===== src/bfca_pkg.sv =====
// ============================================================================
// bfca_pkg - shared types and constants of the best-fit chunk allocator
// Widths, word structs, cell commands and status codes.
// ============================================================================
`default_nettype none

package bfca_pkg;

    localparam int GAP_N       = 32;
    localparam int ALLOC_N     = 32;
    localparam int CHUNK_BYTES = 128;
    localparam int CHUNK_SHIFT = $clog2(CHUNK_BYTES);

    localparam int ADDR_W   = 31;
    localparam int BYTES_W  = 25;
    localparam int MIB_W    = 5;
    localparam int START_W  = 17;
    localparam int CHUNKS_W = 18;
    localparam int GIDX_W   = $clog2(GAP_N);
    localparam int AIDX_W   = $clog2(ALLOC_N);
    localparam int GCNT_W   = $clog2(GAP_N + 1);
    localparam int ACNT_W   = $clog2(ALLOC_N + 1);
    localparam int CIDX_W   = ADDR_W - CHUNK_SHIFT;
    localparam int MIB_SHIFT = 20 - CHUNK_SHIFT;

    localparam logic [ADDR_W-1:0] BASE_ADDR = 31'h7000_0000;
    localparam logic [MIB_W-1:0]  MAX_MIB   = 5'd16;

    localparam logic FUNC_ALLOC = 1'b0;
    localparam logic FUNC_FREE  = 1'b1;

    typedef enum logic [2:0] {
        ST_OK       = 3'd0,
        ST_DISABLED = 3'd1,
        ST_NOFIT    = 3'd2,
        ST_FULL     = 3'd3,
        ST_NOTFOUND = 3'd4,
        ST_ZERO     = 3'd5
    } t_status;

    typedef struct packed {
        logic                 func;
        logic [BYTES_W-1:0]   request_bytes;
        logic [ADDR_W-1:0]    free_address;
    } t_in_word;

    typedef struct packed {
        logic [ADDR_W-1:0]    granted_address;
        logic [2:0]           status;
    } t_out_word;

    // gap row
    typedef enum logic {GM_FIT, GM_MERGE} t_gmode;
    typedef enum logic [1:0] {MG_EMPTY, MG_BELOW, MG_ABOVE} t_merge;

    typedef struct packed {
        t_gmode               mode;
        logic [CHUNKS_W-1:0]  need;
        logic [START_W-1:0]   s;
        logic [CHUNKS_W-1:0]  n;
        logic [GCNT_W-1:0]    used;
    } t_gqry;

    typedef struct packed {
        logic                 valid;
        logic                 found;
        logic                 exact;
        logic [GIDX_W-1:0]    idx;
        logic [CHUNKS_W-1:0]  chunks;
        logic [START_W-1:0]   start;
        t_merge               merge;
    } t_gtok;

    typedef enum logic [2:0] {
        GC_NONE, GC_INIT, GC_CARVE, GC_FILL, GC_GROW_UP, GC_GROW_DOWN
    } t_gcmd;

    typedef struct packed {
        t_gcmd                op;
        logic [GIDX_W-1:0]    idx;
        logic [START_W-1:0]   start;
        logic [CHUNKS_W-1:0]  chunks;
    } t_gwr;

    // allocation row
    typedef struct packed {
        logic [CIDX_W-1:0]    chunk;
        logic [ACNT_W-1:0]    used;
    } t_aqry;

    typedef struct packed {
        logic                 valid;
        logic                 found;
        logic [AIDX_W-1:0]    idx;
        logic [START_W-1:0]   start;
        logic [CHUNKS_W-1:0]  chunks;
    } t_atok;

    typedef enum logic [1:0] {AC_NONE, AC_CLEAR, AC_APPEND, AC_REMOVE} t_acmd;

    typedef struct packed {
        t_acmd                op;
        logic [AIDX_W-1:0]    idx;
        logic [START_W-1:0]   start;
        logic [CHUNKS_W-1:0]  chunks;
    } t_awr;

endpackage

`default_nettype wire


===== src/bfca_alloc_cell.sv =====
// ============================================================================
// bfca_alloc_cell - one allocation table entry
// Matches the passing lookup word; shifts down from its neighbor on remove.
// ============================================================================
`default_nettype none

module bfca_alloc_cell (
    input  wire logic                            i_clk,
    input  wire logic                            i_rst_n,
    input  wire logic [bfca_pkg::AIDX_W-1:0]     i_idx,
    input  wire bfca_pkg::t_aqry                 i_qry,
    input  wire bfca_pkg::t_atok                 i_tok,
    input  wire bfca_pkg::t_awr                  i_wr,
    input  wire logic [bfca_pkg::START_W-1:0]    i_next_start,
    input  wire logic [bfca_pkg::CHUNKS_W-1:0]   i_next_chunks,
    output bfca_pkg::t_atok                      o_tok,
    output logic [bfca_pkg::START_W-1:0]         o_start,
    output logic [bfca_pkg::CHUNKS_W-1:0]        o_chunks
);
    import bfca_pkg::*;

    logic [START_W-1:0]  r_start;
    logic [CHUNKS_W-1:0] r_chunks;
    t_atok               r_tok;
    t_atok               n_tok;

    always_comb begin
        n_tok = i_tok;
        if (i_tok.valid && !i_tok.found && ({1'b0, i_idx} < i_qry.used) &&
            ({{(CIDX_W-START_W){1'b0}}, r_start} == i_qry.chunk)) begin
            n_tok.found  = 1'b1;
            n_tok.idx    = i_idx;
            n_tok.start  = r_start;
            n_tok.chunks = r_chunks;
        end
    end

    always_ff @(posedge i_clk) begin
        if (!i_rst_n) begin
            r_tok <= '0;
        end else begin
            r_tok <= n_tok;
        end
    end

    always_ff @(posedge i_clk) begin
        if (!i_rst_n) begin
            r_chunks    <= '0;
        end else begin
            case (i_wr.op)
                AC_CLEAR: r_chunks <= '0;
                AC_APPEND: begin
                    if (i_wr.idx == i_idx) begin
                        r_start  <= i_wr.start;
                        r_chunks <= i_wr.chunks;
                    end
                end
                AC_REMOVE: begin
                    if (i_idx >= i_wr.idx) begin
                        r_start  <= i_next_start;
                        r_chunks <= i_next_chunks;
                    end
                end
                default: r_chunks <= r_chunks;
            endcase
        end
    end

    assign o_tok    = r_tok;
    assign o_start  = r_start;
    assign o_chunks = r_chunks;

endmodule

`default_nettype wire


===== config.mk =====
export PLATFORM = sky130hd
export DESIGN_NAME = bfca_alloc_cell
export DESIGN_NICKNAME = d
export VERILOG_FILES = /design/src/bfca_pkg.sv /design/src/bfca_alloc_cell.sv
export SDC_FILE = /design/constraint.sdc
export NUM_CORES = 1
export LEC_CHECK = 0
export ABC_AREA = 1
export BUFFER_PORTS_ARGS = -buffer_cell sky130_fd_sc_hd__buf_2
export CAP_MARGIN = 5
export CORE_AREA = 2 2 100 102
export DETAILED_ROUTE_END_ITERATION = 12
export DIE_AREA = 0 0 102 104
export PLACE_DENSITY = 0.85
export SLEW_MARGIN = 20
export SYNTH_ARGS = -nofsm -noshare
export SYNTH_HDL_FRONTEND = slang
export SYNTH_SLANG_ARGS = --single-unit

===== constraint.sdc =====
create_clock -name i_clk -period 2.9 [get_ports i_clk]
set_input_delay 0.58 -clock i_clk [delete_from_list [all_inputs] [get_ports i_clk]]
set_output_delay 0.58 -clock i_clk [all_outputs]
set_load 0.03 [all_outputs]

# Word level (Yosys, flattened, before mapping)
# Cells that the tools add are included.
[classes] magnitude_cmp=2 n_mux=7 n_eq_ne=7 n_reduce_logical=8
[op_table] cell="18-bit one-hot mux with 3 select lines" n=1
[op_table] cell="41-bit two-way mux" n=1
[op_table] cell="18-bit two-way mux" n=2
[op_table] cell="17-bit two-way mux" n=2
[op_table] cell="17-bit one-hot mux with 2 select lines" n=1
[op_table] cell="17-bit by 24-bit == test with 1-bit output" n=1
[op_table] cell="5-bit by 6-bit less-than comparator with 1-bit output" n=1
[op_table] cell="5-bit == test" n=1
[op_table] cell="5-bit >= comparator" n=1
[op_table] cell="2-bit == test (second input constant)" n=2
[op_table] cell="2-bit != test (second input constant)" n=2
[op_table] cell="4-bit AND reduction" n=1
[op_table] cell="1-bit logical AND" n=3
[op_table] cell="3-bit AND reduction" n=1
[op_table] cell="3-bit nonzero test" n=1
[op_table] cell="2-bit by 1-bit == test with 1-bit output (second input constant)" n=1
[op_table] cell="2-bit nonzero test" n=1
[op_table] cell="1-bit logical NOT" n=1
[totals] word_cells=31 inputBits=156 register_bits=77 out_inout_bits=77

# Longest topological paths before layout
# Gate-level depths: netlist (run 1).
[depth] word_depth=5 depth_mapped=13 ltp_nobuf=12

# Worst setup path before layout (run 1)
# No wires, ideal clock.
[synth_timing] path_type="input to register" startpoint="input i_wr[39] in the netlist's numbering" endpoint="register r_start[0], in the netlist o_start[0] (enable)" arrival_time_ps=2142 path_buffers=0 stages=7 setup_time_ps=390 path_slack_ps=367 required_time_ps=2510 cell_sequence="inv_1 ha_1 nand2_1 nor3b_2 nand2b_1 nand3_1 nor2_1"
[synth_via] elab_chain_cells=3 word_cells_on_any_way=5 cone_classes="order compare (1); eq/ne (3); reduce/logical (1)"
[synth_rtl] item="start: declaration" line_no="bfca_alloc_cell.sv:13" source="input wire bfca_pkg::t_awr i_wr,"
[synth_rtl] item="5-bit >= comparator or 5-bit == test (tied branches)" line_no="bfca_alloc_cell.sv:59, bfca_alloc_cell.sv:53"
[synth_rtl] item="2-bit != test (no source line)"
[synth_rtl] item="4-bit AND reduction (no source line) (*)"
[synth_rtl] item="end signal: assignment" line_no="bfca_alloc_cell.sv:54" source="r_start <= i_wr.start;"
[synth_rtl] item="end signal: assignment" line_no="bfca_alloc_cell.sv:60" source="r_start <= i_next_start;"
[synth_rtl] item="end: declaration" line_no="bfca_alloc_cell.sv:22" source="logic [START_W-1:0] r_start;"
# Mark *: on every way between the ends. The rest lies on a longest branch, timed or not.
# A chain may end at the register's enable or synchronous reset.

# Worst setup path after layout (run 1)
[layout_timing] startpoint="register r_start[16], in the netlist o_start[16]" endpoint="register r_tok, in the netlist o_tok[29]"
[layout_via] elab_chain_cells=3
[layout_rtl] item="17-bit by 24-bit == test with 1-bit output" line_no="bfca_alloc_cell.sv:30" source="({{(CIDX_W-START_W){1'b0}}, r_start} == i_qry.chunk)) begin"
[layout_rtl] item="1-bit logical AND" line_no="bfca_alloc_cell.sv:29" source="if (i_tok.valid && !i_tok.found && ({1'b0, i_idx} < i_qry.used) &&"
[layout_rtl] item="41-bit two-way mux" line_no="bfca_alloc_cell.sv:29"
[layout_rtl] item="end signal: assignment" line_no="bfca_alloc_cell.sv:42" source="r_tok <= n_tok;"
[layout_rtl] item="end: declaration" line_no="bfca_alloc_cell.sv:24" source="t_atok r_tok;"
# No other way between the ends.

==> qor.csv, run 1 <==
metric,value,unit
maxSlewHeadroom,50.2,%
grt-ovfl-total,0,
routabilityCongestion,0.957,
post-place-ws,0.635,ns
r2r_start,o_start[16],
viasPerCell,4.59,
setup_tns,0,ns
drc,0,
ys_top_cells_by_area,"dfxtp_1 29%, nand2_1 20%, nor2_1 13%",
power_leakage,3.26,nW
core_area,9550,um2
cts_max_level,3,
grt_pass1_wl,20.0,mm
postRouteAntennaNets,0,
avgSynthCellArea,6.54,um2
hpwlAfterDp,10.2,mm
synth_top_area_share,28.7,%
cts_root_buf,clkbuf_8,
cts_setup_buffers,0,
die_w,102,um
status,completed,
cts_resized,0,
placed_cells,984,
finalCoreUtilization,59.3,%
clock_sinks,77,
diodes,0,
final_cell_area,5670,um2
syn_nets,805,
tightestPinTransition,0.746,ns
hold_viol_final,0,
die_h,104,um
r2r_end,o_tok[29],
start_kind,flip-flop,
cts_buffers,9,
ff2ff_path_depth,8,
antenna_found_initial,0,
dpl-instance-area,5430,um2
synth_top_cell_by_area,dfxtp_1,
grt_pass1_vias,4369,
fin_hold_ws,0.447,ns
syn_to_final_growth,35.3,%
peakVddDrop,0.226,mV
fill_cells,952,
synth_compound_area_share,4.24,%
synthArstFlopShare,0,%
p_total,2.81,mW
ys_top_cells_by_count,"220 x nand2_1, 147 x nor2_1, 74 x inv_1, 60 x dfxtp_1, 48 x nand3_1",
dieArea,10600,um2
grt_usage,24.0,%
cts_buffer_depth,2,
synth_mux_area_share,0,%
yosys.area_share.simple,40.7,%
rows,36,
ys_warn_count,0,
rsz0062_at_grt,false,
synthAdderAreaFrac,2.69,%
min_period,2.03,ns
synth_area,4190,um2
wl_per_cell,12.8,um
ys_types,27,
min_path_cells,3,
stdcell_count,1000,
start_util,43.8,%
min_to,o_tok[41],
holdBufCountCts,0,
holdCritPathClass,in -> reg,
finalMaxSlewViolations,0,
grt_start_max_net_pins,37,
dr_total_vias,4587,
yosysMostFrequentCell,nand2_1,
crit_path_max_fanout,11,
clock_latency,0.35,ns
synth_top_family_by_area,simple AND/OR/NAND/NOR gates,
synthCells,640,
worstPathRequired,3.17,ns
setup_viol,0,
fin_ws,0.865,ns
io_buffers,232,
crit_arrival,2.31,ns
synth_edf_count,17,
finalCritPeriodShare,70.2,%
power_density,495,nW/um2
clk_pin_slew_worst_paths,0.08,ns
ioPinCount,233,
startpoint,o_start[16],
synth-xor-area-share,0.209,%
drive_above_1_share,30.7,%
r2r_slack,0.87,ns
ys.flop_type,dfxtp_1,
nNetsFinal,1027,
hp-start,i_tok[41],
seq_area_frac_synth,40.9,%
dr.pass1.iters,5,
tritoncts,done,
worst_setup_path_end_kind,flip-flop,
drv_cap,0,
critPathKind,reg -> reg,
clock.fmax,491,MHz
drt_wl_total,12.8,mm
synth_seq_cells,77,
drtIter0Drc,264,
skew,0.0126,ns
[cells in the final DEF (no fill, tap or decap), types with 2 or more instances in the layout]
| cell | n |
|---|---|
| dfxtp_1 | 60 |
| ha_1 | 9 |
| clkbuf_8 | 10 |
| buf_12 | 3 |
| buf_2 | 232 |
| nor3_1 | 3 |
| a22o_1 | 18 |
| nand2_1 | 220 |
| inv_1 | 74 |
| nand3_1 | 48 |
| nor2_4 | 3 |
| inv_2 | 4 |
| bufinv_16 | 2 |
| edfxtp_1 | 17 |
| o21ai_0 | 2 |
| inv_6 | 2 |
| buf_4 | 3 |
| nor2_1 | 145 |
[logic make-up (layout without fill, tap and decap cells)]
family | count (synthesis) | after routing
compound gates | 22 | 22
buf+inv | 105 | 332
flops | 77 | 77
simple gates | 426 | 426
xor+xnor | 1 | 1
fa+ha+maj | 9 | 9
[metal layers]
layer | global-route usage, % | vias up | wire length (um)
li1 | - | 2391 | -
met1 | 30.7 | 1978 | 5540
met2 | 39.0 | 191 | 5920
met3 | 5.85 | 27 | 994
met4 | 8.76 | 0 | 295
met5 | 0 | - | 0
[state kept, by name, summed over array words and instances, names as in the netlist]
register,cells
o_chunks,18
o_start,17
o_tok,42
[power by group]
| group | internal (mW) | total [mW] | switching [mW] |
|---|---|---|---|
| logic | 0.235 | 0.664 | 0.429 |
| clock network | 0.516 | 0.935 | 0.419 |
| registers | 1.17 | 1.21 | 0.0347 |
| total | 1.92 | 2.81 | 0.883 |
[critical path, cell delays in order, from the launching register on]
cell	delay (ns)
edfxtp_1	0.46
xnor2_1	0.29
nand2_1	0.08
nor2_1	0.23
nand3_1	0.16
nor2_4	0.31
buf_4	0.25
nor2_1	0.05
nor2_1	0.13
[how the worst max path moves through the flow]
stage                       endpoint  slack (ns)
final                      o_tok[29]        0.87
after global routing       o_tok[29]        0.75
after CTS                  o_tok[29]        0.91
after detailed placement  o_start[4]        0.64
after global placement    o_start[4]        0.67
after floorplan           o_start[0]        0.37
[cell type report]
class / instances / area [um2] / share of cell area [%]
Clock buffer: 10 / 138 / 2.43
Clock inverter: 6 / 93.8 / 1.66
Inverter: 78 / 293 / 5.17
Multi-Input combinational cell: 458 / 2020 / 35.6
Sequential cell: 77 / 1710 / 30.2
Tap cell: 133 / 166 / 2.94
Timing Repair Buffer: 238 / 1240 / 22.0
Power figures use the tool's default switching activity.
==> run 2: changes to the inputs <==
Settings changed: CORE_AREA 2 2 100 102 to 2 2 105 107, DIE_AREA 0 0 102 104 to 0 0 107 109, PLACE_DENSITY 0.85 to 0.81.
Clock period 2.9 ns to 1.7 ns, I/O delays scaled along.
==> run 2 against run 1 <==
  * The flow now finishes with violations (negative setup slack)
  * Global-route usage down 1.8 points
  * Clock skew up 0.0074 ns
  * First-iteration DRC count down 13%
  * Sequential share of layout area down 2.5 points
  * Worst hold slack worse by 0.26 ns
  * Flip-flop and latch count unchanged
  * Largest cell class unchanged
  * Setup slack worse by 0.89 ns
  * Via count up 3.9%
  * Count of clock-buffer cells in the layout unchanged
==> qor.csv, run 2 (synthesis gave the netlist of run 1 again) <==
metric,value,unit
fin_ws,-0.0215,ns
viasPerCell,4.59,
placed_cells,1007,
dr_total_vias,4765,
final_cell_area,6180,um2
rsz0062_at_grt,true,
grt-ovfl-total,0,
grt_start_max_net_pins,37,
drt_wl_total,14.0,mm
tritoncts,done,
finalCritPeriodShare,101,%
min_period,1.72,ns
hpwlAfterDp,10.4,mm
power_leakage,3.46,nW
grt_pass1_vias,4287,
status,"complete, but fails checks",
tightestPinTransition,0.624,ns
dr.pass1.iters,5,
postRouteAntennaNets,0,
dieArea,11700,um2
finalMaxSlewViolations,0,
clock_sinks,77,
clock_latency,0.36,ns
rows,38,
die_h,109,um
cts_buffers,9,
cp_num_buf_inv,2,
crit_chain,nand2_1 > nand2_1 > nor2_1 > nand2_1 > nor2_2 > nand2_2 > nor2_4 > buf_12 > clkbuf_16 > nor2_1 > nor2_1,
drv_cap,0,
crit_slowest_cell,edfxtp_1,
drtIter0Drc,229,
routabilityCongestion,0.939,
cts_max_level,3,
cts_root_buf,clkbuf_8,
maxSlewHeadroom,58.4,%
stdcell_count,1039,
peakVddDrop,0.381,mV
power_density,760,nW/um2
syn_to_final_growth,47.6,%
mostFrequentLayoutCells,"232 x buf_2, 215 x nand2_1, 131 x nor2_1",
setup_viol,20,
final_common_cell,buf_2,
violations,negative setup slack,
crit_arrival,2.01,ns
cp_top_family,simple AND/OR/NAND/NOR gates,
die_w,107,um
drc,0,
hold_viol_final,0,
start_util,39.5,%
worst_setup_path_end_kind,flip-flop,
ioPinCount,233,
start_kind,flip-flop,
drive_above_1_share,36.9,%
largest_reg_flops,42,
antenna_found_initial,2,
dpl-instance-area,5680,um2
cts_buffer_depth,2,
clock.fmax,581,MHz
worstPathRequired,1.99,ns
io_buffers,232,
fill_cells,1018,
finalCoreUtilization,58.3,%
grt_pass1_wl,20.0,mm
cpPeakStageDelay,0.46,ns
critPathKind,reg -> reg,
grt_usage,22.2,%
crit_path_max_fanout,9,
clk_pin_slew_worst_paths,0.10,ns
core_area,10600,um2
nNetsFinal,1057,
wl_per_cell,13.5,um
holdCritPathClass,in -> reg,
skew,0.0200,ns
-- run 2: cell type report --
cell class	count	area, um2	share of cell area [%]
antenna	2	5.00	0.0810
clock buffer	10	149	2.41
clock inverter	6	52.6	0.850
inverter	78	310	5.02
multi-input combinational	458	2160	34.9
sequential	77	1710	27.7
tap	140	175	2.83
timing repair buffer	268	1620	26.2
-- run 2: routing by layer --
metal,track usage [%],up-vias,wire [um]
met5,0,-,0
met4,9.93,0,444
met3,5.14,32,976
met2,37.0,190,6880
met1,27.5,2084,5690
li1,-,2459,-
-- run 2: metrics by stage --
stage	hold WS (ns)	TNS, ns	total power [mW]	worst slack, ns
after detailed placement	0.526	-12.71	3.29	-0.211
after global routing	0.188	-3.45	4.94	-0.109
after global placement	0.523	-10.12	3.27	-0.170
after CTS	0.175	0	4.71	0.0145
final	0.191	-0.198	4.69	-0.0215
after floorplan	0.433	-1.53	2.82	-0.0900
-- run 2: where the power goes --
group / total [mW] / switching (mW) / leakage [nW] / internal (mW)
combinational: 1.22 / 0.756 / 2.70 / 0.460
sequential: 2.06 / 0.0613 / 0.653 / 2.00
clock: 1.42 / 0.771 / 0.102 / 0.645
total: 4.69 / 1.59 / 3.46 / 3.11
-- run 2: what timing repair did --
action | CTS | global route
gates resized for setup | 0 | 28
hold buffers | 0 | 0
buffers inserted | 0 | 7
setup endpoints to repair | 0 | 41
-- run 2: worst min-delay path, stage by stage --
cell,delay (ns)
buf_2,0.07
nor2_1,0.03
nor2_1,0.08
-- run 2: final timing paths --
path | slack [ns] | depth (start not counted) | from | to
hold / removal | 0.19 | 3 | i_tok[32] | o_tok[32]
setup / recovery | -0.02 | 11 | o_start[7] | o_tok[21]
setup reg to reg | -0.02 | 11 | o_start[7] | o_tok[21]
hold reg to reg | 0.54 | 4 | o_chunks[2] | o_chunks[2]
