<file path="src/bfca_pkg.sv">
// ============================================================================
// bfca_pkg - shared types and constants of the best-fit chunk allocator
// Widths, word structs, cell commands and status codes.
// ============================================================================
`default_nettype none

package bfca_pkg;

    localparam int GAP_N       = 32;
    localparam int ALLOC_N     = 32;
    localparam int CHUNK_BYTES = 128;
    localparam int CHUNK_SHIFT = $clog2(CHUNK_BYTES);

    localparam int ADDR_W   = 31;
    localparam int BYTES_W  = 25;
    localparam int MIB_W    = 5;
    localparam int START_W  = 17;
    localparam int CHUNKS_W = 18;
    localparam int GIDX_W   = $clog2(GAP_N);
    localparam int AIDX_W   = $clog2(ALLOC_N);
    localparam int GCNT_W   = $clog2(GAP_N + 1);
    localparam int ACNT_W   = $clog2(ALLOC_N + 1);
    localparam int CIDX_W   = ADDR_W - CHUNK_SHIFT;
    localparam int MIB_SHIFT = 20 - CHUNK_SHIFT;

    localparam logic [ADDR_W-1:0] BASE_ADDR = 31'h7000_0000;
    localparam logic [MIB_W-1:0]  MAX_MIB   = 5'd16;

    localparam logic FUNC_ALLOC = 1'b0;
    localparam logic FUNC_FREE  = 1'b1;

    typedef enum logic [2:0] {
        ST_OK       = 3'd0,
        ST_DISABLED = 3'd1,
        ST_NOFIT    = 3'd2,
        ST_FULL     = 3'd3,
        ST_NOTFOUND = 3'd4,
        ST_ZERO     = 3'd5
    } t_status;

    typedef struct packed {
        logic                 func;
        logic [BYTES_W-1:0]   request_bytes;
        logic [ADDR_W-1:0]    free_address;
    } t_in_word;

    typedef struct packed {
        logic [ADDR_W-1:0]    granted_address;
        logic [2:0]           status;
    } t_out_word;

    // gap row
    typedef enum logic {GM_FIT, GM_MERGE} t_gmode;
    typedef enum logic [1:0] {MG_EMPTY, MG_BELOW, MG_ABOVE} t_merge;

    typedef struct packed {
        t_gmode               mode;
        logic [CHUNKS_W-1:0]  need;
        logic [START_W-1:0]   s;
        logic [CHUNKS_W-1:0]  n;
        logic [GCNT_W-1:0]    used;
    } t_gqry;

    typedef struct packed {
        logic                 valid;
        logic                 found;
        logic                 exact;
        logic [GIDX_W-1:0]    idx;
        logic [CHUNKS_W-1:0]  chunks;
        logic [START_W-1:0]   start;
        t_merge               merge;
    } t_gtok;

    typedef enum logic [2:0] {
        GC_NONE, GC_INIT, GC_CARVE, GC_FILL, GC_GROW_UP, GC_GROW_DOWN
    } t_gcmd;

    typedef struct packed {
        t_gcmd                op;
        logic [GIDX_W-1:0]    idx;
        logic [START_W-1:0]   start;
        logic [CHUNKS_W-1:0]  chunks;
    } t_gwr;

    // allocation row
    typedef struct packed {
        logic [CIDX_W-1:0]    chunk;
        logic [ACNT_W-1:0]    used;
    } t_aqry;

    typedef struct packed {
        logic                 valid;
        logic                 found;
        logic [AIDX_W-1:0]    idx;
        logic [START_W-1:0]   start;
        logic [CHUNKS_W-1:0]  chunks;
    } t_atok;

    typedef enum logic [1:0] {AC_NONE, AC_CLEAR, AC_APPEND, AC_REMOVE} t_acmd;

    typedef struct packed {
        t_acmd                op;
        logic [AIDX_W-1:0]    idx;
        logic [START_W-1:0]   start;
        logic [CHUNKS_W-1:0]  chunks;
    } t_awr;

endpackage

`default_nettype wire

</file>
<file path="src/bfca_gap_cell.sv">
// ============================================================================
// bfca_gap_cell - one gap table entry
// Updates the passing search word and applies broadcast write commands.
// ============================================================================
`default_nettype none

module bfca_gap_cell (
    input  wire logic                          i_clk,
    input  wire logic                          i_rst_n,
    input  wire logic [bfca_pkg::GIDX_W-1:0]   i_idx,
    input  wire bfca_pkg::t_gqry               i_qry,
    input  wire bfca_pkg::t_gtok               i_tok,
    input  wire bfca_pkg::t_gwr                i_wr,
    output bfca_pkg::t_gtok                    o_tok
);
    import bfca_pkg::*;

    logic [START_W-1:0]  r_start;
    logic [CHUNKS_W-1:0] r_chunks;
    t_gtok               r_tok;
    t_gtok               n_tok;
    logic [CHUNKS_W:0]   w_end;
    logic [CHUNKS_W:0]   w_blk_end;
    logic [CHUNKS_W-1:0] w_carve_sum;

    assign w_end       = {2'b00, r_start} + {1'b0, r_chunks};
    assign w_blk_end   = {2'b00, i_qry.s} + {1'b0, i_qry.n};
    assign w_carve_sum = {1'b0, r_start} + i_wr.chunks;

    always_comb begin
        n_tok = i_tok;
        if (i_tok.valid) begin
            case (i_qry.mode)
                GM_FIT: begin
                    if (!i_tok.exact && ({1'b0, i_idx} < i_qry.used)) begin
                        if (r_chunks == i_qry.need) begin
                            n_tok.found  = 1'b1;
                            n_tok.exact  = 1'b1;
                            n_tok.idx    = i_idx;
                            n_tok.chunks = r_chunks;
                            n_tok.start  = r_start;
                        end else if (r_chunks > i_qry.need &&
                                     (!i_tok.found || r_chunks <= i_tok.chunks)) begin
                            n_tok.found  = 1'b1;
                            n_tok.idx    = i_idx;
                            n_tok.chunks = r_chunks;
                            n_tok.start  = r_start;
                        end
                    end
                end
                GM_MERGE: begin
                    if (!i_tok.found) begin
                        if (r_chunks == '0) begin
                            n_tok.found = 1'b1;
                            n_tok.idx   = i_idx;
                            n_tok.merge = MG_EMPTY;
                        end else if (w_end == {2'b00, i_qry.s}) begin
                            n_tok.found = 1'b1;
                            n_tok.idx   = i_idx;
                            n_tok.merge = MG_BELOW;
                        end else if (w_blk_end == {2'b00, r_start}) begin
                            n_tok.found = 1'b1;
                            n_tok.idx   = i_idx;
                            n_tok.merge = MG_ABOVE;
                        end
                    end
                end
                default: n_tok = i_tok;
            endcase
        end
    end

    always_ff @(posedge i_clk) begin
        if (!i_rst_n) begin
            r_tok <= '0;
        end else begin
            r_tok <= n_tok;
        end
    end

    always_ff @(posedge i_clk) begin
        if (!i_rst_n) begin
            r_chunks    <= '0;
        end else if (i_wr.op == GC_INIT) begin
            r_start  <= '0;
            r_chunks <= (i_idx == '0) ? i_wr.chunks : '0;
        end else if (i_wr.idx == i_idx) begin
            case (i_wr.op)
                GC_CARVE: begin
                    r_start  <= w_carve_sum[START_W-1:0];
                    r_chunks <= r_chunks - i_wr.chunks;
                end
                GC_FILL: begin
                    r_start  <= i_wr.start;
                    r_chunks <= i_wr.chunks;
                end
                GC_GROW_UP: begin
                    r_chunks <= r_chunks + i_wr.chunks;
                end
                GC_GROW_DOWN: begin
                    r_start  <= i_wr.start;
                    r_chunks <= r_chunks + i_wr.chunks;
                end
                default: r_chunks <= r_chunks;
            endcase
        end
    end

    assign o_tok = r_tok;

endmodule

`default_nettype wire

</file>
<file path="config.mk">
export PLATFORM = sky130hd
export DESIGN_NAME = bfca_gap_cell
export DESIGN_NICKNAME = d
export VERILOG_FILES = /design/src/bfca_pkg.sv /design/src/bfca_gap_cell.sv
export SDC_FILE = /design/constraint.sdc
export NUM_CORES = 1
export LEC_CHECK = 0
export ABC_AREA = 1
export BUFFER_PORTS_ARGS = -buffer_cell sky130_fd_sc_hd__buf_2
export CAP_MARGIN = 0
export CORE_MARGIN = 2
export CORE_UTILIZATION = 47
export DETAILED_ROUTE_END_ITERATION = 10
export MAX_ROUTING_LAYER = met4
export PLACE_DENSITY = 0.81
export SYNTH_ARGS = -nofsm -noshare
export SYNTH_HDL_FRONTEND = slang
export SYNTH_SLANG_ARGS = --single-unit
</file>
<file path="constraint.sdc">
create_clock -name i_clk -period 3.5 [get_ports i_clk]
set_input_delay 0 -clock i_clk [delete_from_list [all_inputs] [get_ports i_clk]]
set_output_delay 0 -clock i_clk [all_outputs]
set_load 0.005 [all_outputs]
</file>
Word level (Yosys, flattened, before mapping)
Index checks and enable logic that the tools add are counted.
{"block": "word_totals", "regBits": 80, "in_bits": 155, "out_inout_bits": 45, "wordCells": 71}
{"block": "classes", "addsub": 5, "magnitude_cmp": 3, "eq_ne": 9, "n_mux": 30, "bitwise_logic": 1, "reduce_logical": 14}
{"operator": "40-bit two-way mux", "count": 2}
{"operator": "18-bit two-way mux", "count": 3}
{"operator": "18-bit case mux with 3 select lines", "count": 1}
{"operator": "45-bit two-way mux", "count": 1}
{"operator": "42-bit two-way mux", "count": 1}
{"operator": "17-bit by 18-bit adder with 19-bit output", "count": 2}
{"operator": "19-bit by 17-bit == test with 1-bit output", "count": 2}
{"operator": "35-bit two-way mux", "count": 1}
{"operator": "17-bit case mux with 2 select lines", "count": 1}
{"operator": "5-bit two-way mux", "count": 4}
{"operator": "18-bit adder", "count": 1}
{"operator": "18-bit == test", "count": 1}
{"operator": "18-bit greater-than comparator", "count": 1}
{"operator": "18-bit <= comparator", "count": 1}
{"operator": "18-bit zero test", "count": 1}
{"operator": "18-bit subtractor", "count": 1}
{"operator": "17-bit adder", "count": 1}
{"operator": "17-bit two-way mux", "count": 1}
{"operator": "2-bit two-way mux", "count": 5}
{"operator": "5-bit case mux with 2 select lines", "count": 1}
{"operator": "1-bit two-way mux", "count": 8}
{"operator": "3-bit by 2-bit == test with 1-bit output, second input constant", "count": 2}
{"operator": "3-bit == test, second input constant", "count": 2}
{"operator": "5-bit by 6-bit < comparator with 1-bit output", "count": 1}
{"operator": "14 further kinds", "count": 17}

Longest topological paths before layout
Gate-level depths: netlist of run 1.
{"block": "depth", "word_depth": 8, "mapped_depth": 21, "mapped_depth_nobuf": 21}

Worst setup path after synthesis of run 1
OpenSTA, ideal clock, no wires.
{"block": "synth_path", "path_kind": "in2reg", "from": "input i_wr[42] in the netlist's numbering", "to": "register r_chunks[14]", "setup_time_ns": 0.070, "arrival_ns": 2.489, "t_required_ns": 3.430, "setup_slack_ns": 0.942, "cell_stages": 20, "n_path_buf": 1, "path_cell_list": "inv_1 -> nor2_1 -> inv_1 -> clkbuf_1 -> nand2_1 -> o21ai_0 -> fa_1 -> a21oi_1 -> o21bai_1 -> a21boi_1 -> o21ai_0 -> inv_1 -> o21ai_2 -> nand2_1 -> nand2_1 -> a21boi_1 -> nor2_1 -> nor2_1 -> nand2_1 -> a21oi_1"}
{"block": "synth_via", "elab_chain_cells": 5, "word_cells_on_any_way": 12, "cone_classes": "eq/ne: 5; mux: 3; reduce/logical: 4"}
{"item": "start: declaration", "line_no": "bfca_gap_cell.sv:13", "source": "input wire bfca_pkg::t_gwr i_wr,"}
{"item": "3-bit == test", "line_no": "bfca_gap_cell.sv:88", "source": "case (i_wr.op)"}
{"item": "2-bit OR reduction (no source line)"}
{"item": "18-bit case mux with 3 select lines", "line_no": "bfca_gap_cell.sv:88"}
{"item": "18-bit two-way mux", "line_no": "bfca_gap_cell.sv:87", "source": "end else if (i_wr.idx == i_idx) begin"}
{"item": "18-bit two-way mux", "line_no": "bfca_gap_cell.sv:84", "source": "end else if (i_wr.op == GC_INIT) begin"}
{"item": "end signal: assignment", "line_no": "bfca_gap_cell.sv:86", "source": "r_chunks <= (i_idx == '0) ? i_wr.chunks : '0;"}
{"item": "end signal: assignment", "line_no": "bfca_gap_cell.sv:91", "source": "r_chunks <= r_chunks - i_wr.chunks;"}
{"item": "end signal: assignment", "line_no": "bfca_gap_cell.sv:95", "source": "r_chunks <= i_wr.chunks;"}
{"item": "end: declaration", "line_no": "bfca_gap_cell.sv:19", "source": "logic [CHUNKS_W-1:0] r_chunks;"}
Parallel ways exist; a longest one is shown, timed or not. The select of a mux whose other input is x is not followed.
A chain may end at the register's enable or synchronous reset.

Final worst setup path of run 1
{"block": "layout_path", "from": "register r_start[0]", "to": "register r_tok (netlist bit o_tok[40])"}
{"block": "layout_via", "elab_chain_cells": 7, "word_cells_on_any_way": 9, "cone_classes": "add/sub: 1; eq/ne: 2; mux: 6"}
{"item": "start: declaration", "line_no": "bfca_gap_cell.sv:18", "source": "logic [START_W-1:0] r_start;"}
{"item": "start signal: assignment", "line_no": "bfca_gap_cell.sv:90", "source": "r_start <= w_carve_sum[START_W-1:0];"}
{"item": "start signal: assignment", "line_no": "bfca_gap_cell.sv:94", "source": "r_start <= i_wr.start;"}
{"item": "start signal: assignment", "line_no": "bfca_gap_cell.sv:101", "source": "r_start <= i_wr.start;"}
{"item": "17-bit by 18-bit adder with 19-bit output or 19-bit by 17-bit == test with 1-bit output (tied branches)", "line_no": "bfca_gap_cell.sv:26, bfca_gap_cell.sv:61"}
{"item": "19-bit by 17-bit == test with 1-bit output or 5-bit two-way mux (tied branches)", "line_no": "bfca_gap_cell.sv:57, bfca_gap_cell.sv:61"}
{"item": "5-bit two-way mux *", "line_no": "bfca_gap_cell.sv:57", "source": "end else if (w_end == {2'b00, i_qry.s}) begin"}
{"item": "5-bit two-way mux *", "line_no": "bfca_gap_cell.sv:53", "source": "if (r_chunks == '0) begin"}
{"item": "5-bit two-way mux *", "line_no": "bfca_gap_cell.sv:52", "source": "if (!i_tok.found) begin"}
{"item": "5-bit case mux with 2 select lines *", "line_no": "bfca_gap_cell.sv:33", "source": "case (i_qry.mode)"}
{"item": "45-bit two-way mux *", "line_no": "bfca_gap_cell.sv:32", "source": "if (i_tok.valid) begin"}
{"item": "end signal: assignment", "line_no": "bfca_gap_cell.sv:77", "source": "r_tok <= n_tok;"}
{"item": "end: declaration", "line_no": "bfca_gap_cell.sv:20", "source": "t_gtok r_tok;"}
Mark *: on every way between the ends. The rest lies on a longest branch, timed or not.

==> summary.md, run 1 <==
| Metric | Value |
|---|---|
| Worst hold path class | input port to register |
| Fmax | 289.8 MHz |
| Worst Path Required | around 3.8 ns |
| Worst path arrival time | between 3 and 4 ns |
| Sequential share of the synthesized area | a little under 20% |
| Avg Vias per Cell | between 5 and 6 |
| Post-DP Area | around 10000 um2 |
| Leakage | about 6.2 nW |
| Fin util | around three fifths |
| Setup violations, final | 0 |
| Largest net degree at the start of global routing | 63 |
| Worst-skew pair later-pin latency | about 0.36 ns |
| Yosys Warn Count | 0 |
| Reg2Reg Depth | 16 |
| Net switching power figure | 1.264 mW |
| Final Hold Viols | 1 |
| Startpoint Class | register |
| Final Cycle Share | 98.58% |
| Number of clock sinks | 80 |
| Critical path, cell by cell | ha_4 > fa_2 > xnor2_1 > nand2_1 > nor2_2 > nand4_1 > nor2_1 > nand3_1 > nor2_4 > nand4_4 > nand3_4 > nand2_4 > nand2_1 > nand3_1 > a21oi_2 > dlygate4sd3_1 |
| Worst stage delay on the critical path | 0.57 ns |
| # diodes | 0 |
| Initial antenna violation count | 0 |
| Crit-path max FO | 5 |
| Mapped Cells | between 1000 and 1500 |
| First-pass DRT Iterations | 5 |
| CTS Buffer Depth | 2 |
| Pre-CTS setup slack | 0.4181 ns |
| Detail Placement HPWL | between 20000 and 25000 um |
| Clock skew | approximately 0.014 ns |
| CORE AREA | 18890 um2 |
| Chip height | roughly 140 um |
| Worst slew margin | around three fifths |
| Detail Route Antenna Nets | 0 |
| # port buffers | between 150 and 200 |
| Power, Total | approximately 3.4 mW |
| Global placement routability congestion | ~1.0 |
| Pwr dens | 293.1 nW/um2 |
| H-Tree Depth | 3 |
| Maximum vdd drop | about 0.28 mV |
| Total gr overflow | 0 |
| Max Slew Vio Count | 0 |
| Synth Cell Area | between 9000 and 10000 um2 |
| Final setup TNS | 0 ns |
| Area grow syn2layout | 25.79% |
| Combinational fraction of design power | just under 40% |
| Failing checks | negative hold slack |
| Max-cap violation count | 0 |
| Post-route cell area | around 11000 um2 |
| Hold Slack | -0.0002740 ns |
| Sw Ratio | 37.60% |
| Final Critical Period | 3.450 ns |
| Hold-critical path endpoint | r_start[4] |
| Starting density of the core | 48.25% |
| PnR worst setup slack | 0.04982 ns |
| Routed via count | between 10000 and 15000 |
| Cell total after placement | 1875 |
| Total GRT Usage | 31.54% |
| Clock share of power | 29.6% |
| Post-Syn Nets | roughly 1700 |
| Worst Max-Slew Pin Slew | roughly 0.62 ns |
| Top FF cell, synth | dfxtp_1 |
| Count of non-filler cells in the finished layout | between 1500 and 2000 |
| EDFF count, synth | 17 |
| Capturing point of the worst reg2reg path | o_tok[40] |
| CTS buffer count | 9 |
| TritonCTS clock tree | yes |
| Final WL | roughly 32000 um |
| # DRC | 0 |
| RR Startpoint | r_start[0] |
| Syn_area_per_cell | about 6.4 um2 |
| Final #Nets | roughly 2000 |
| Worst Min Path Start | i_wr[22] |
| Reg power frac | 31.3% |
| Per-cell routed wire length | ~17 um |
| WS Path Type | register to register |
| Number of global-route vias before repair | between 9000 and 10000 |
| Register bit total from synthesis | 80 |
| CP max-delay cell | dlygate4sd3_1 |
| Setup crit end kind | register |
| Layout cells sized above 1 | a little under a fifth |
| R2r setup slk | 0.05 ns |
| Power Internal | approximately 2.1 mW |
| Root Buffer Master | clkbuf_16 |
| Std-Cell Rows | 50 |
| Clock transition at path regs | approximately 0.070 ns |
| Min-Delay Path Depth | 3 |
| Die area | 20530 um2 |
| First-pass GRT wire length | 49560 um |
| # IOs | 200 |
| Initial DRC count | slightly below 900 |
| Post-synth cell types | 53 |
| Ys async rst share | 0% |
| Outcome | finished with violations |
| Die width | approximately 140 um |
sequential cells by signal, summed over array words and instances, names as in the netlist:
register	flops
r_chunks	18
o_tok	45
r_start	17
how the worst max path moves through the flow:
stage                   endpoint  depth (start not counted)  slack (ns)       start
finish                 o_tok[40]                         16        0.05  r_start[0]
detailed placement  r_chunks[17]                         18        0.42     i_wr[1]
floorplan           r_chunks[14]                         20        0.94    i_wr[42]
global placement    r_chunks[17]                         18        0.52     i_wr[1]
global route           o_tok[40]                         16       -0.03  r_start[0]
CTS                    o_tok[37]                         18        0.12  r_start[0]
worst max-delay path, delay by kind of cell (launching register included):
family | cells | cell delay [ns]
simple gates | 11 | 1.29
xor+xnor | 1 | 0.11
compound gates | 1 | 0.17
buf+inv | 1 | 0.57
fa+ha+maj | 2 | 0.75
flops | 1 | 0.50
synth_stat cells (11+ instances only):
master | number | area (um2)
nor3_1 | 14 | 70.07
nand4_1 | 12 | 75.07
ha_1 | 108 | 1351
nand2_2 | 17 | 106.4
dfxtp_1 | 63 | 1261
clkbuf_1 | 21 | 78.83
inv_1 | 225 | 844.6
nor2_1 | 110 | 412.9
a21oi_1 | 148 | 740.7
nand3_1 | 86 | 430.4
nand3b_1 | 11 | 82.58
a211oi_1 | 11 | 82.58
edfxtp_1 | 17 | 510.5
xor2_1 | 33 | 289.0
xnor2_1 | 27 | 236.5
o21ai_0 | 103 | 515.5
nand2_1 | 303 | 1137
o211ai_1 | 15 | 112.6
area by class of cell:
type | count | area [um2]
clock buffer | 10 | 229.0
clock inverter | 6 | 67.56
fill | 1758 | 7426
inverter | 233 | 874.6
multi-input combinational | 1085 | 6407
sequential | 80 | 1777
tap | 260 | 325.3
timing repair buffer | 284 | 1787
cells in the final DEF, fill, tap and decap left out, types with 5 or more instances in the layout:
cell / instances
a211oi_1: 11
a21o_1: 5
a21oi_1: 146
a21oi_2: 9
a31oi_1: 6
buf_2: 199
buf_4: 28
clkbuf_16: 9
dfxtp_1: 59
dlygate4sd3_1: 56
edfxtp_1: 17
ha_1: 106
inv_1: 225
inv_2: 6
nand2_1: 303
nand2_2: 17
nand3_1: 86
nand3b_1: 11
nand4_1: 12
nor2_1: 109
nor2_2: 7
nor3_1: 13
o211ai_1: 15
o21ai_0: 103
o21ai_1: 7
o21bai_1: 5
or2_2: 7
xnor2_1: 27
xor2_1: 33
repair_timing:
action,in CTS,in global routing
resized for setup,0,13
hold buffers,56,0
setup endpoints to repair,0,5
buffers inserted,0,11
endpoints found under the hold margin,50,0
kinds of logic after synthesis:
family	count (synthesis)	share of synthesized area [%]
adders and majority gates	112	15.70
xor gates and xnor gates	60	5.765
buffers and inverters	260	10.79
AOI/OAI and AO/OA	327	19.98
DFF	80	19.43
and+or+nand+nor	586	28.33
routing by layer:
layer	vias up	track usage [%]	share of wire, %
met5	-	-	0
met4	0	11.71	3.5
met3	104	4.561	7.8
met1	4808	38.88	41
li1	5273	-	-
met2	489	52.48	48
power by group through the flow:
stage | combinational [mW] | clock, mW | sequential [mW]
3_3_place_gp | 1.18 | 0 | 1.07
4_1_cts | 1.26 | 0.997 | 1.05
3_5_place_dp | 1.20 | 0 | 1.07
6_report | 1.31 | 0.993 | 1.05
5_1_grt | 1.47 | 1.03 | 1.05
2_1_floorplan | 0.832 | 0 | 1.05
(Power assumes the default switching activity.)
==> inputs of run 2 (changes only) <==
REMOVE_ABC_BUFFERS = 1   (was unset)
==> summary.md, run 2 (synthesized netlist as in run 1, its figures left out) <==
| Metric | Value |
|---|---|
| WS Path Type | register to register |
| H-Tree Depth | 3 |
| Max-cap violation count | 0 |
| Worst Path Required | 3.80 ns |
| Net switching power figure | around 1.3 mW |
| Critical path, cell by cell | ha_1 > nand2_1 > inv_1 > a21oi_2 > nand2_2 > nand2_1 > nand4_1 > nor2_1 > nand3_1 > nor2_2 > nand4_2 > nand3_4 > nand2_4 > nand2_1 > nand3_1 > a21oi_2 > dlygate4sd3_1 |
| TritonCTS clock tree | yes |
| Power Internal | between 2 and 2.5 mW |
| Total GRT Usage | about a third |
| Root Buffer Master | clkbuf_16 |
| Outcome | completed |
| Pwr dens | a little under 300 nW/um2 |
| Setup crit end kind | register |
| Worst slew margin | approximately 59% |
| First-pass GRT wire length | just under 50000 um |
| Initial antenna violation count | 0 |
| Std-Cell Rows | 50 |
| Final WL | 32290 um |
| Crit-path max FO | 7 |
| # port buffers | a little under 200 |
| Combinational fraction of design power | between 30% and 40% |
| Clock skew | between 0.01 and 0.015 ns |
| Detail Placement HPWL | ~25000 um |
| CTS Buffer Depth | 2 |
| Clock share of power | between 20% and 30% |
| Power, Total | roughly 3.4 mW |
| CTS buffer count | 9 |
| Fin util | roughly 60% |
| Startpoint Class | register |
| Worst-skew pair later-pin latency | 0.36 ns |
| Combined area of the multi-input logic cells | between 6000 and 7000 um2 |
| Layout cells sized above 1 | 17.98% |
| CP max-delay cell | dfxtp_1 |
| Final Critical Period | ~3.3 ns |
| First-pass DRT Iterations | 5 |
| Post-route cell area | 11360 um2 |
| Register Area | ~1800 um2 |
| Total gr overflow | 0 |
| Area grow syn2layout | 24.64% |
| Clock transition at path regs | 0.07 ns |
| Final setup TNS | 0 ns |
| Cell mode on critical path | nand2_1 |
| Highest-count cells in the layout ignoring fill and taps | nand2_1 (303), inv_1 (225), buf_2 (199) |
| Critical path's top delay family | simple AND/OR/NAND/NOR gates |
| Worst stage delay on the critical path | 0.64 ns |
| Fmax | approximately 300 MHz |
| Die area | slightly above 20000 um2 |
| Post-DP Area | approximately 11000 um2 |
| Detail Route Antenna Nets | 0 |
| Die width | ~140 um |
| # DRC | 0 |
| Chip height | approximately 140 um |
| Worst hold path class | input port to register |
| Initial DRC count | approximately 1100 |
| Number of clock sinks | 80 |
| Hold Slack | about 0.013 ns |
| Setup violations, final | 0 |
| Worst Max-Slew Pin Slew | 0.6069 ns |
| Max Slew Vio Count | 0 |
| Maximum vdd drop | 0.2121 mV |
| CORE AREA | 18890 um2 |
| Final Hold Viols | 0 |
| WP buf/inv | 2 |
| Worst path arrival time | about 3.6 ns |
| Starting density of the core | roughly half |
| Reg power frac | a little over 30% |
| Global placement routability congestion | about 1.0 |
| # IOs | 200 |
| Most common cell after layout, fill and taps aside | nand2_1 |
| Routed via count | approximately 11000 |
| Avg Vias per Cell | 5.538 |
| Largest net degree at the start of global routing | 55 |
| Leakage | ~6.2 nW |
| Final #Nets | a little under 2000 |
| Per-cell routed wire length | ~17 um |
| # diodes | 0 |
| RSZ-0062 raised after global routing | no |
| Final Cycle Share | between 90 and 100% |
| Fillers | 1744 |
| Max reg flops | 45 |
| Sw Ratio | between 30% and 40% |
| Number of global-route vias before repair | 10070 |
-- run 2: path summary, 6_finish.rpt --
path | to | cells after the start | slack, ns | from
max | o_tok[37] | 17 | 0.17 | r_chunks[4]
min | r_start[5] | 3 | 0.01 | i_wr[23]
max reg2reg | o_tok[37] | 17 | 0.17 | r_chunks[4]
min reg2reg | r_chunks[0] | 2 | 0.62 | r_chunks[0]
-- run 2: metal layers --
metal / part of all wire, % / GRT usage, % / wire, um
met5: 0 / - / 0
met4: 5.4 / 15.79 / 1729
met3: 8.2 / 5.097 / 2652
met2: 47 / 51.98 / 15080
met1: 40 / 38.50 / 12830
-- run 2: timing repair --
item                       4_1_cts  5_1_grt
hold buffers                    51        0
hold endpoints to repair        46        0
setup buffers                    0        2
gates resized for setup          0        6
setup endpoints to repair        0        5
-- run 2: power groups by stage --
stage          logic (mW)  clock network, mW  registers (mW)
2_1_floorplan       0.819                  0            1.05
6_report             1.32               1.00            1.04
3_5_place_dp         1.23                  0            1.06
4_1_cts              1.28              0.999            1.04
3_3_place_gp         1.21                  0            1.06
5_1_grt              1.47               1.04            1.04
-- run 2: layout make-up --
class,instances,area share (%)
timing repair buffer,277,15.04
multi-input combinational,1085,56.10
clock inverter,7,0.6938
inverter,233,7.697
clock buffer,9,1.982
sequential,80,15.63
tap,260,2.863
-- run 2: worst register-to-register path, stage by stage, from the launching register on --
cell and delay [ns]:
dfxtp_1 0.64, ha_1 0.40, nand2_1 0.14, inv_1 0.06
a21oi_2 0.21, nand2_2 0.11, nand2_1 0.07, nand4_1 0.06
nor2_1 0.15, nand3_1 0.10, nor2_2 0.13, nand4_2 0.14
nand3_4 0.17, nand2_4 0.08, nand2_1 0.08, nand3_1 0.08
a21oi_2 0.12, dlygate4sd3_1 0.54
-- run 2: per-stage QoR --
step           instances  setup WS (ns)
4_1_cts             1949        0.05702
3_5_place_dp        1882         0.3817
2_1_floorplan       1398         0.9217
6_report            1951         0.1689
3_3_place_gp        1882         0.4450
5_1_grt             1951       0.009747
